===== config.mk =====
export PLATFORM = sky130hd
export DESIGN_NAME = fcfs_scheduler_with_io_wait_top
export DESIGN_NICKNAME = d
export VERILOG_FILES = /design/src/fcfs_pkg.sv /design/src/fcfs_ctrl.sv /design/src/fcfs_dp.sv /design/src/fcfs_scheduler_with_io_wait_top.sv
export SDC_FILE = /design/constraint.sdc
export NUM_CORES = 2
export LEC_CHECK = 0
export BUFFER_PORTS_ARGS = -buffer_cell sky130_fd_sc_hd__buf_2
export CAP_MARGIN = 5
export CORE_AREA = 3 3 495 375
export CTS_CLUSTER_DIAMETER = 150
export DETAILED_ROUTE_END_ITERATION = 6
export DIE_AREA = 0 0 498 378
export GPL_ROUTABILITY_DRIVEN = 0
export GPL_TIMING_DRIVEN = 0
export PLACE_DENSITY_LB_ADDON = 0.05
export SYNTH_ARGS = -nofsm -noshare
export SYNTH_HDL_FRONTEND = slang
export SYNTH_SLANG_ARGS = --single-unit

===== constraint.sdc =====
create_clock -name clk -period 9.3 [get_ports clk]
set_input_delay 1.86 -clock clk [delete_from_list [all_inputs] [get_ports clk]]
set_output_delay 1.86 -clock clk [all_outputs]
set_load 0.01 [all_outputs]

===== src/fcfs_pkg.sv =====
// ----------------------------------------------------------------------------
// fcfs_pkg
// shared types and codes for the fcfs scheduler with i/o wait list
// ----------------------------------------------------------------------------
package fcfs_pkg;

  // input operation codes
  typedef enum logic [1:0] {
    OP_ADD  = 2'd0,
    OP_KILL = 2'd1,
    OP_TICK = 2'd2,
    OP_ALT  = 2'd3
  } op_t;

  // result status codes
  typedef enum logic [2:0] {
    ST_ADDED   = 3'd0,
    ST_KILLSET = 3'd1,
    ST_DUP     = 3'd2,
    ST_UNKNOWN = 3'd3,
    ST_REJECT  = 3'd4,
    ST_RAN     = 3'd5,
    ST_IDLE    = 3'd6,
    ST_SPARE   = 3'd7
  } status_t;

  // one task table record
  typedef struct packed {
    logic [15:0] id;
    logic [15:0] burst;
    logic [15:0] io_start;
    logic [15:0] io_left;
    logic [15:0] run;
    logic [15:0] kill;
  } rec_t;

  // controller to datapath commands
  typedef struct packed {
    logic    load;
    logic    scan_rd;
    logic    scan_next;
    logic    kill_wr;
    logic    add_wr;
    logic    st_set;
    status_t st_code;
    logic    disp_rd;
    logic    disp_take;
    logic    tick_adv;
    logic    run_upd;
    logic    walk_clr;
    logic    walk_rd;
    logic    walk_rd2;
    logic    walk_upd;
    logic    walk_fin;
    logic    out_load;
  } cmd_t;

  // datapath to controller status
  typedef struct packed {
    op_t  op;
    logic scan_end;
    logic match;
    logic add_bad;
    logic need_disp;
    logic idle;
    logic cur_v;
    logic walk_end;
    logic out_busy;
  } stat_t;

endpackage


===== src/fcfs_ctrl.sv =====
// ----------------------------------------------------------------------------
// fcfs_ctrl
// sequencing state machine for add, kill and tick transactions
// ----------------------------------------------------------------------------
module fcfs_ctrl (
  input  logic           clk,
  input  logic           rst_n,
  input  logic           in_valid,
  output logic           in_ready,
  input  fcfs_pkg::stat_t st,
  output fcfs_pkg::cmd_t  cmd
);
  import fcfs_pkg::*;

  typedef enum logic [11:0] {
    S_IDLE  = 12'b000000000001,
    S_SCAN  = 12'b000000000010,
    S_SCMP  = 12'b000000000100,
    S_DISP  = 12'b000000001000,
    S_DTAKE = 12'b000000010000,
    S_TCHK  = 12'b000000100000,
    S_TRUN  = 12'b000001000000,
    S_WCLR  = 12'b000010000000,
    S_WRD   = 12'b000100000000,
    S_WRD2  = 12'b001000000000,
    S_WUPD  = 12'b010000000000,
    S_DONE  = 12'b100000000000
  } state_t;

  state_t state_r, state_nxt;

  // state register
  always_ff @(posedge clk) begin
    if (!rst_n) begin
      state_r <= S_IDLE;
    end else begin
      state_r <= state_nxt;
    end
  end

  // next state and commands
  always_comb begin
    state_nxt   = state_r;
    cmd         = '0;
    cmd.st_code = ST_ADDED;
    in_ready    = 1'b0;
    case (state_r)
      S_IDLE: begin
        in_ready = 1'b1;
        if (in_valid) begin
          cmd.load = 1'b1;
          state_nxt = S_DISP;
        end
      end
      S_SCAN: begin
        if (st.scan_end) begin
          cmd.st_set = 1'b1;
          state_nxt = S_DONE;
          if (st.op == OP_ADD) begin
            if (st.add_bad) begin
              cmd.st_code = ST_REJECT;
            end else begin
              cmd.add_wr = 1'b1;
              cmd.st_code = ST_ADDED;
            end
          end else begin
            cmd.st_code = ST_UNKNOWN;
          end
        end else begin
          cmd.scan_rd = 1'b1;
          state_nxt = S_SCMP;
        end
      end
      S_SCMP: begin
        if (st.match) begin
          cmd.st_set = 1'b1;
          state_nxt = S_DONE;
          if (st.op == OP_ADD) begin
            cmd.st_code = ST_DUP;
          end else begin
            cmd.kill_wr = 1'b1;
            cmd.st_code = ST_KILLSET;
          end
        end else begin
          cmd.scan_next = 1'b1;
          state_nxt = S_SCAN;
        end
      end
      S_DISP: begin
        if (st.op == OP_ADD || st.op == OP_KILL) begin
          state_nxt = S_SCAN;
        end else if (st.need_disp) begin
          cmd.disp_rd = 1'b1;
          state_nxt = S_DTAKE;
        end else begin
          state_nxt = S_TCHK;
        end
      end
      S_DTAKE: begin
        cmd.disp_take = 1'b1;
        state_nxt = S_TCHK;
      end
      S_TCHK: begin
        if (st.idle) begin
          cmd.st_set = 1'b1;
          cmd.st_code = ST_IDLE;
          state_nxt = S_DONE;
        end else begin
          cmd.tick_adv = 1'b1;
          cmd.st_set = 1'b1;
          cmd.st_code = ST_RAN;
          state_nxt = st.cur_v ? S_TRUN : S_WCLR;
        end
      end
      S_TRUN: begin
        cmd.run_upd = 1'b1;
        state_nxt = S_WCLR;
      end
      S_WCLR: begin
        cmd.walk_clr = 1'b1;
        state_nxt = S_WRD;
      end
      S_WRD: begin
        if (st.walk_end) begin
          cmd.walk_fin = 1'b1;
          state_nxt = S_DONE;
        end else begin
          cmd.walk_rd = 1'b1;
          state_nxt = S_WRD2;
        end
      end
      S_WRD2: begin
        cmd.walk_rd2 = 1'b1;
        state_nxt = S_WUPD;
      end
      S_WUPD: begin
        cmd.walk_upd = 1'b1;
        state_nxt = S_WRD;
      end
      S_DONE: begin
        if (!st.out_busy) begin
          cmd.out_load = 1'b1;
          state_nxt = S_IDLE;
        end
      end
      default: begin
        state_nxt = S_IDLE;
      end
    endcase
  end

endmodule


===== src/fcfs_dp.sv =====
// ----------------------------------------------------------------------------
// fcfs_dp
// task table, ready queue, wait list, time and result registers
// ----------------------------------------------------------------------------
module fcfs_dp #(
  parameter int MAX_TASKS = 16
) (
  input  logic                  clk,
  input  logic                  rst_n,
  input  fcfs_pkg::cmd_t        cmd,
  output fcfs_pkg::stat_t       st,
  input  logic [1:0]            in_op,
  input  logic [15:0]           in_task_id,
  input  logic [15:0]           in_burst_time,
  input  logic [15:0]           in_io_start,
  input  logic [15:0]           in_io_length,
  input  logic [15:0]           in_kill_at,
  output logic                  out_valid,
  input  logic                  out_ready,
  output logic [2:0]            out_status,
  output logic                  out_done_valid,
  output logic [15:0]           out_done_id,
  output logic                  out_done_killed,
  output logic [31:0]           out_done_time,
  output logic [31:0]           out_wait_time,
  output logic                  out_running_valid,
  output logic [15:0]           out_running_id
);
  import fcfs_pkg::*;

  localparam int SW = (MAX_TASKS > 2) ? $clog2(MAX_TASKS) : 1;
  localparam int CW = SW + 1;
  localparam logic [CW-1:0] MAXC = CW'(MAX_TASKS);
  localparam logic [SW-1:0] LASTS = SW'(MAX_TASKS - 1);

  // memories
  rec_t          tmem [MAX_TASKS];
  logic [SW-1:0] rq   [MAX_TASKS];
  logic [SW-1:0] wl   [MAX_TASKS];

  // latched item
  op_t         op_r;
  logic [15:0] id_r, burst_r, iost_r, iolen_r, kill_r;

  // control registers
  logic [CW-1:0] count_r, rfill_r, wfill_r, idx_r, w_r, n_r;
  logic [SW-1:0] rhead_r, cur_r, slot_r;
  logic          cur_v_r;
  logic [15:0]   cur_id_r;
  logic [31:0]   time_r;

  // read data
  rec_t          trd_r;
  logic [SW-1:0] qrd_r, wrd_r;

  // result and output registers
  status_t     res_st_r;
  logic        res_dv_r, res_dk_r;
  logic [15:0] res_did_r;
  logic [31:0] res_dt_r, res_dw_r;
  logic        ov_r;

  // ready tail index, modulo table size
  logic [CW:0]   tail_sum;
  logic [SW-1:0] tail;
  always_comb begin
    tail_sum = {2'b00, rhead_r} + {1'b0, rfill_r};
    if (tail_sum >= {1'b0, MAXC}) begin
      tail_sum = tail_sum - {1'b0, MAXC};
    end
    tail = tail_sum[SW-1:0];
  end

  // run tick decisions
  logic [15:0] run_new;
  logic        kill_hit, io_hit, fin_hit;
  assign run_new  = trd_r.run + 16'd1;
  assign kill_hit = (trd_r.kill != 16'd0) && (run_new == trd_r.kill);
  assign io_hit   = (trd_r.io_start != 16'd0) && (run_new == trd_r.io_start) &&
                    (trd_r.io_left != 16'd0);
  assign fin_hit  = (run_new >= trd_r.burst);

  // task table write and read port selection
  logic          t_we;
  logic [SW-1:0] t_wa;
  rec_t          t_wd;
  logic          t_re;
  logic [SW-1:0] t_ra;
  always_comb begin
    t_we = 1'b0;
    t_wa = idx_r[SW-1:0];
    t_wd = trd_r;
    if (cmd.kill_wr) begin
      t_we = 1'b1;
      t_wd.kill = kill_r;
    end else if (cmd.add_wr) begin
      t_we = 1'b1;
      t_wa = count_r[SW-1:0];
      t_wd = '{id: id_r, burst: burst_r, io_start: iost_r, io_left: iolen_r,
               run: 16'd0, kill: 16'd0};
    end else if (cmd.run_upd) begin
      t_we = 1'b1;
      t_wa = cur_r;
      t_wd.run = run_new;
    end else if (cmd.walk_upd && trd_r.io_left != 16'd0) begin
      t_we = 1'b1;
      t_wa = slot_r;
      t_wd.io_left = trd_r.io_left - 16'd1;
    end
    t_re = cmd.scan_rd | cmd.tick_adv | cmd.walk_rd2;
    t_ra = cmd.scan_rd ? idx_r[SW-1:0] : (cmd.tick_adv ? cur_r : wrd_r);
  end

  always_ff @(posedge clk) begin
    if (t_we) begin
      tmem[t_wa] <= t_wd;
    end
    if (t_re) begin
      trd_r <= tmem[t_ra];
    end
  end

  // ready queue memory
  logic          q_we;
  logic [SW-1:0] q_wd;
  assign q_we = (cmd.add_wr || (cmd.walk_upd && trd_r.io_left == 16'd0)) &&
                (rfill_r < MAXC);
  assign q_wd = cmd.add_wr ? count_r[SW-1:0] : slot_r;

  always_ff @(posedge clk) begin
    if (q_we) begin
      rq[tail] <= q_wd;
    end
    if (cmd.disp_rd) begin
      qrd_r <= rq[rhead_r];
    end
  end

  // wait list memory
  logic          w_we;
  logic [SW-1:0] w_wa, w_wd;
  always_comb begin
    w_we = 1'b0;
    w_wa = wfill_r[SW-1:0];
    w_wd = cur_r;
    if (cmd.run_upd && !kill_hit && io_hit && wfill_r < MAXC) begin
      w_we = 1'b1;
    end else if (cmd.walk_upd && trd_r.io_left != 16'd0) begin
      w_we = 1'b1;
      w_wa = w_r[SW-1:0];
      w_wd = slot_r;
    end
  end

  always_ff @(posedge clk) begin
    if (w_we) begin
      wl[w_wa] <= w_wd;
    end
    if (cmd.walk_rd) begin
      wrd_r <= wl[idx_r[SW-1:0]];
    end
  end

  // latched item and result payload
  always_ff @(posedge clk) begin
    if (cmd.load) begin
      op_r      <= op_t'(in_op);
      id_r      <= in_task_id;
      burst_r   <= in_burst_time;
      iost_r    <= in_io_start;
      iolen_r   <= in_io_length;
      kill_r    <= in_kill_at;
      res_dv_r  <= 1'b0;
      res_dk_r  <= 1'b0;
      res_did_r <= 16'd0;
      res_dt_r  <= 32'd0;
      res_dw_r  <= 32'd0;
    end
    if (cmd.st_set) begin
      res_st_r <= cmd.st_code;
    end
    if (cmd.walk_rd2) begin
      slot_r <= wrd_r;
    end
    if (cmd.run_upd) begin
      cur_id_r <= trd_r.id;
      if (kill_hit) begin
        res_dv_r  <= 1'b1;
        res_dk_r  <= 1'b1;
        res_did_r <= trd_r.id;
        res_dt_r  <= {16'd0, run_new};
      end else if (!io_hit && fin_hit) begin
        res_dv_r  <= 1'b1;
        res_did_r <= trd_r.id;
        res_dt_r  <= time_r;
        res_dw_r  <= time_r - {16'd0, trd_r.burst};
      end
    end
    if (cmd.out_load) begin
      out_status        <= res_st_r;
      out_done_valid    <= res_dv_r;
      out_done_id       <= res_did_r;
      out_done_killed   <= res_dk_r;
      out_done_time     <= res_dt_r;
      out_wait_time     <= res_dw_r;
      out_running_valid <= cur_v_r;
      out_running_id    <= cur_v_r ? cur_id_r : 16'd0;
    end
  end

  // scheduler control state
  always_ff @(posedge clk) begin
    if (!rst_n) begin
      count_r <= '0;
      rfill_r <= '0;
      wfill_r <= '0;
      rhead_r <= '0;
      cur_r   <= '0;
      cur_v_r <= 1'b0;
      time_r  <= 32'd0;
      idx_r   <= '0;
      w_r     <= '0;
      n_r     <= '0;
      ov_r    <= 1'b0;
    end else begin
      if (cmd.load || cmd.walk_clr) begin
        idx_r <= '0;
      end else if (cmd.scan_next || cmd.walk_upd) begin
        idx_r <= idx_r + CW'(1);
      end
      if (cmd.add_wr) begin
        count_r <= count_r + CW'(1);
      end
      if (q_we) begin
        rfill_r <= rfill_r + CW'(1);
      end
      if (cmd.disp_take) begin
        cur_r   <= qrd_r;
        cur_v_r <= 1'b1;
        rhead_r <= (rhead_r == LASTS) ? '0 : rhead_r + SW'(1);
        rfill_r <= rfill_r - CW'(1);
      end
      if (cmd.tick_adv) begin
        time_r <= time_r + 32'd1;
      end
      if (cmd.run_upd) begin
        if (kill_hit || io_hit || fin_hit) begin
          cur_v_r <= 1'b0;
        end
        if (!kill_hit && io_hit && wfill_r < MAXC) begin
          wfill_r <= wfill_r + CW'(1);
        end
      end
      if (cmd.walk_clr) begin
        w_r <= '0;
        n_r <= wfill_r;
      end
      if (cmd.walk_upd && trd_r.io_left != 16'd0) begin
        w_r <= w_r + CW'(1);
      end
      if (cmd.walk_fin) begin
        wfill_r <= w_r;
      end
      if (cmd.out_load) begin
        ov_r <= 1'b1;
      end else if (out_ready) begin
        ov_r <= 1'b0;
      end
    end
  end

  assign out_valid = ov_r;

  // status to the controller
  always_comb begin
    st.op        = op_r;
    st.scan_end  = (idx_r == count_r);
    st.match     = (trd_r.id == id_r);
    st.add_bad   = (burst_r == 16'd0) || (count_r >= MAXC);
    st.need_disp = !cur_v_r && (rfill_r != '0);
    st.idle      = !cur_v_r && (rfill_r == '0) && (wfill_r == '0);
    st.cur_v     = cur_v_r;
    st.walk_end  = (idx_r == n_r);
    st.out_busy  = ov_r && !out_ready;
  end

endmodule


===== src/fcfs_scheduler_with_io_wait_top.sv =====
// add and kill scan the table serially; a tick dispatches from the ready queue
// when no task runs, advances the running task, then walks the i/o wait list
// serially over single-port table, queue and list memories; an idle tick skips
// the run and the walk
// one transaction at a time; input is taken again once the result is registered
// reset: synchronous active-low rst_n empties the table, queues and time
// ----------------------------------------------------------------------------
// fcfs_scheduler_with_io_wait_top
// first-come first-served task scheduler with an i/o wait list
// ----------------------------------------------------------------------------
module fcfs_scheduler_with_io_wait_top #(
  parameter int MAX_TASKS = 16
) (
  input  logic        clk,
  input  logic        rst_n,
  input  logic        in_valid,
  output logic        in_ready,
  input  logic [1:0]  in_op,
  input  logic [15:0] in_task_id,
  input  logic [15:0] in_burst_time,
  input  logic [15:0] in_io_start,
  input  logic [15:0] in_io_length,
  input  logic [15:0] in_kill_at,
  output logic        out_valid,
  input  logic        out_ready,
  output logic [2:0]  out_status,
  output logic        out_done_valid,
  output logic [15:0] out_done_id,
  output logic        out_done_killed,
  output logic [31:0] out_done_time,
  output logic [31:0] out_wait_time,
  output logic        out_running_valid,
  output logic [15:0] out_running_id
);
  import fcfs_pkg::*;

  cmd_t  cmd;
  stat_t st;

  // controller
  fcfs_ctrl u_ctrl (
    .clk      (clk),
    .rst_n    (rst_n),
    .in_valid (in_valid),
    .in_ready (in_ready),
    .st       (st),
    .cmd      (cmd)
  );

  // datapath
  fcfs_dp #(
    .MAX_TASKS (MAX_TASKS)
  ) u_dp (
    .clk               (clk),
    .rst_n             (rst_n),
    .cmd               (cmd),
    .st                (st),
    .in_op             (in_op),
    .in_task_id        (in_task_id),
    .in_burst_time     (in_burst_time),
    .in_io_start       (in_io_start),
    .in_io_length      (in_io_length),
    .in_kill_at        (in_kill_at),
    .out_valid         (out_valid),
    .out_ready         (out_ready),
    .out_status        (out_status),
    .out_done_valid    (out_done_valid),
    .out_done_id       (out_done_id),
    .out_done_killed   (out_done_killed),
    .out_done_time     (out_done_time),
    .out_wait_time     (out_wait_time),
    .out_running_valid (out_running_valid),
    .out_running_id    (out_running_id)
  );

endmodule


==> flow_summary.json <==
{
  "run_status": "finished clean",
  "ys_types": 80,
  "detail-route-antenna-nets": 0,
  "num-nets-final": 6044,
  "dieWidth_um": 498,
  "critPathMaxFanout": 10,
  "maxSlewViolCount": 0,
  "fmax_mhz": 170,
  "rows": 135,
  "worst_hold_path.endpoint": "u_dp.out_status[1]",
  "r2r-start": "u_dp.wfill_r[0]",
  "vdd_drop_max_mv": 0.141,
  "cap_violations": 0,
  "detail_route.wirelength_mm": 243,
  "clock_tree.root_cell": "sky130_fd_sc_hd__clkbuf_16",
  "grt_antenna_before_repair": 10,
  "cts.hold.buffers_added": 0,
  "netlist_instances": 5391,
  "synth_enable_flop_cells": 1975,
  "path_common_cell": "sky130_fd_sc_hd__clkbuf_1",
  "areaGrowthSynthToFinish_pct": 15.3,
  "via_count": 49200,
  "ys_seq_elements": 2141,
  "detail_placement_hpwl_mm": 168,
  "start_util_pct": 48.0,
  "timing.critical_path.required_ps": 9910,
  "mappedNetlistArea_mm2": 0.0867,
  "instances_no_fill": 8485,
  "leading_cell_type_in_the_layout_fill_and_taps_excluded": "sky130_fd_sc_hd__edfxtp_1",
  "wl_per_cell_um": 28.7,
  "crit_slowest_cell": "sky130_fd_sc_hd__a21oi_2",
  "synth_sequential_area_ratio_pct": 72.3,
  "yosys_warnings": 0,
  "path_buf_inv": 5,
  "timing_hold_violations_final": 0,
  "max_slew_margin_pct": 8.63,
  "worst_r2r_path_depth": 15,
  "clk-insertion-delay-late_ps": 840,
  "most-common-layout-cells": "1975 x sky130_fd_sc_hd__edfxtp_1, 836 x sky130_fd_sc_hd__mux2i_1, 458 x sky130_fd_sc_hd__nand2_1",
  "post-place-cells": 8093,
  "post_synth.cell_area_avg_um2": 16.1,
  "clock-skew-final_ps": 28.2,
  "cts.path.max_buffers": 3,
  "worst_path_dominant_cell_family": "buffers and inverters",
  "fin_hold_ws_ps": 424,
  "fin_crit_sh_pct": 63.3,
  "grt_first_pass_wirelength_mm": 346,
  "r2r_end": "u_dp.trd_r[82]",
  "postPlaceCellArea_mm2": 0.0929,
  "fraction_of_layout_instances_using_a_drive_strength_above_1_pct": 16.9,
  "floorplan.die_area_mm2": 0.188,
  "grt-ovfl-total": 0,
  "num_io_pins": 190,
  "cts_num_sinks": 2141,
  "grt_max_degree": 49,
  "first_pass_iters": 6,
  "detail_route.iter0.violations": 5117,
  "crit_arrival_ps": 6500,
  "power_per_standard_cell_area_mw_per_mm2": 193,
  "dp_slack_ps": 3430,
  "critPathMaxStageDelay_ps": 710,
  "post_cts_resize_count": 0,
  "worst-r2r-setup-slack_ps": 3410,
  "fillers": 14400,
  "holdCritStartpoint": "u_dp.res_st_r[1]",
  "hold_crit_class": "reg -> reg",
  "drt-vias-per-instance": 5.79,
  "post_synth_top_flop": "sky130_fd_sc_hd__edfxtp_1",
  "timing_worst_setup_path_type": "reg -> reg",
  "critPathCaptureType": "register",
  "synth-async-reset-ratio_pct": 0,
  "core_region_area_mm2": 0.181,
  "grt_setup_unrepaired": "false",
  "min_delay_path_depth": 0,
  "portBuffers": 189,
  "remaining_drc_errors": 0,
  "worst_setup_path_start_kind": "register",
  "htree_num_levels": 4,
  "cts_inserted_buffers": 206,
  "postSynthNetCount": 5527,
  "max_slew.worst_pin.slew_ps": 1370,
  "setup_viol_count_final": 0,
  "die-height_um": 378,
  "leakagePower_uw": 0.0348,
  "grtUsageTotal_pct": 25.6,
  "first_global_vias": 47600,
  "layout.cell_area.non_filler_mm2": 0.0999,
  "cp_cell_sequence": "inv_1 -> ha_1 -> or4b_1 -> nor4_4 -> nor2_4 -> mux2i_1 -> nor2_1 -> a21oi_2 -> buf_8 -> nor2b_1 -> clkbuf_1 -> buf_2 -> clkbuf_1 -> o211ai_1 -> nand3_1",
  "finalWorstPathRequiredPeriod_ps": 5890,
  "cts.repair_timing.setup_buffer_count": 0,
  "clk_pin_slew_worst_paths_ps": 60,
  "final.setup.worst_slack_ps": 3410,
  "crit_cells": 15,
  "tritoncts": "yes"
}
## Yosys cell counts, types with 32 or more instances
| master | count | area [um^2] |
|---|---|---|
| sky130_fd_sc_hd__a21oi_1 | 58 | 290 |
| sky130_fd_sc_hd__a22o_1 | 32 | 280 |
| sky130_fd_sc_hd__a22oi_1 | 114 | 856 |
| sky130_fd_sc_hd__buf_2 | 96 | 480 |
| sky130_fd_sc_hd__clkbuf_1 | 156 | 586 |
| sky130_fd_sc_hd__dfxtp_1 | 166 | 3320 |
| sky130_fd_sc_hd__edfxtp_1 | 1975 | 59300 |
| sky130_fd_sc_hd__ha_1 | 47 | 588 |
| sky130_fd_sc_hd__inv_1 | 57 | 214 |
| sky130_fd_sc_hd__mux2_2 | 196 | 2210 |
| sky130_fd_sc_hd__mux2i_1 | 836 | 8370 |
| sky130_fd_sc_hd__mux4_2 | 40 | 901 |
| sky130_fd_sc_hd__nand2_1 | 458 | 1720 |
| sky130_fd_sc_hd__nand3_1 | 142 | 711 |
| sky130_fd_sc_hd__nor2_1 | 185 | 694 |
| sky130_fd_sc_hd__nor3_1 | 52 | 260 |
| sky130_fd_sc_hd__nor4_1 | 34 | 213 |
| sky130_fd_sc_hd__o2111ai_1 | 99 | 867 |
| sky130_fd_sc_hd__o211ai_1 | 105 | 788 |
| sky130_fd_sc_hd__o21ai_0 | 63 | 315 |
| sky130_fd_sc_hd__xnor2_1 | 87 | 762 |
| sky130_fd_sc_hd__xor2_1 | 72 | 631 |
## per-layer routing
metal	up-vias	routed length [um]	track usage, %
met1	25000	111000	37.9
met5	-	13	0
li1	22000	-	-
met4	2	5800	6.46
met2	1858	105000	37.8
met3	312	21500	6.45
## worst max path at each step
stage,from,slack [ps],to
4_1_cts,u_dp.wfill_r[0],3410,u_dp.trd_r[82]
5_1_grt,u_ctrl.state_r[4],3150,u_dp.tmem[5][69]
2_1_floorplan,u_dp.trd_r[43],1960,u_dp.tmem[11][0]
6_report,u_dp.wfill_r[0],3410,u_dp.trd_r[82]
3_5_place_dp,u_dp.wfill_r[0],3430,u_dp.trd_r[82]
3_3_place_gp,u_dp.id_r[0],-5190,u_dp.tmem[10][70]
## metrics by stage
stage          setup TNS [ps]  power [uW]  utilization (%)
2_1_floorplan               0       10700                -
6_report                    0       19200             55.3
4_1_cts                     0       19400             55.3
5_1_grt                     0       19800             55.3
3_5_place_dp                0       10800             51.4
3_3_place_gp         -6658220       10800             50.2
## power breakdown
group	leakage [uW]	switching (uW)	internal, uW	total (uW)
logic	0.0123	77.8	29.3	107
clock network	0.00341	3630	5070	8700
registers	0.0190	34.4	10400	10400
total	0.0348	3740	15500	19200
## flip-flops by register name, summed over array words and instances, names as in the netlist, 32 cells and up
register            flops
u_dp.out_done_time     32
u_dp.out_wait_time     32
u_dp.res_dt_r          32
u_dp.res_dw_r          32
u_dp.rq                64
u_dp.time_r            32
u_dp.tmem            1536
u_dp.trd_r             96
u_dp.wl                64
## area by class of cell
class / count / area (um^2) / share of cell area [%]
flip-flops and latches: 2141 / 62600 / 62.7
multi-input cells: 2886 / 22700 / 22.7
clock buffers: 252 / 5440 / 5.44
repair buffers: 309 / 3040 / 3.04
well taps: 2397 / 3000 / 3.00
clock inverters: 132 / 1580 / 1.58
plain buffers: 306 / 1370 / 1.37
inverters: 58 / 223 / 0.223
diodes: 4 / 10.0 / 0.0100
## worst reg2reg max path, delay by kind of cell, from the launching register on
kind / cells / cell delay (ps)
AOI/OAI and AO/OA: 2 / 890
adders and majority gates: 1 / 160
buffers and inverters: 5 / 2260
DFF: 1 / 350
muxes: 1 / 200
and+or+nand+nor: 6 / 1800
## logic make-up (layout without fill, tap and decap cells)
logic type,after synthesis,count (layout),synth area share [%]
fa+ha+maj,50,50,0.748
mux,1073,1073,13.3
xor+xnor,161,161,1.66
flops,2141,2141,72.3
compound gates,568,568,4.76
simple gates,1034,1034,5.50
other cells,0,4,0
buf+inv,364,1057,1.82
(Power assumes the default switching activity.)
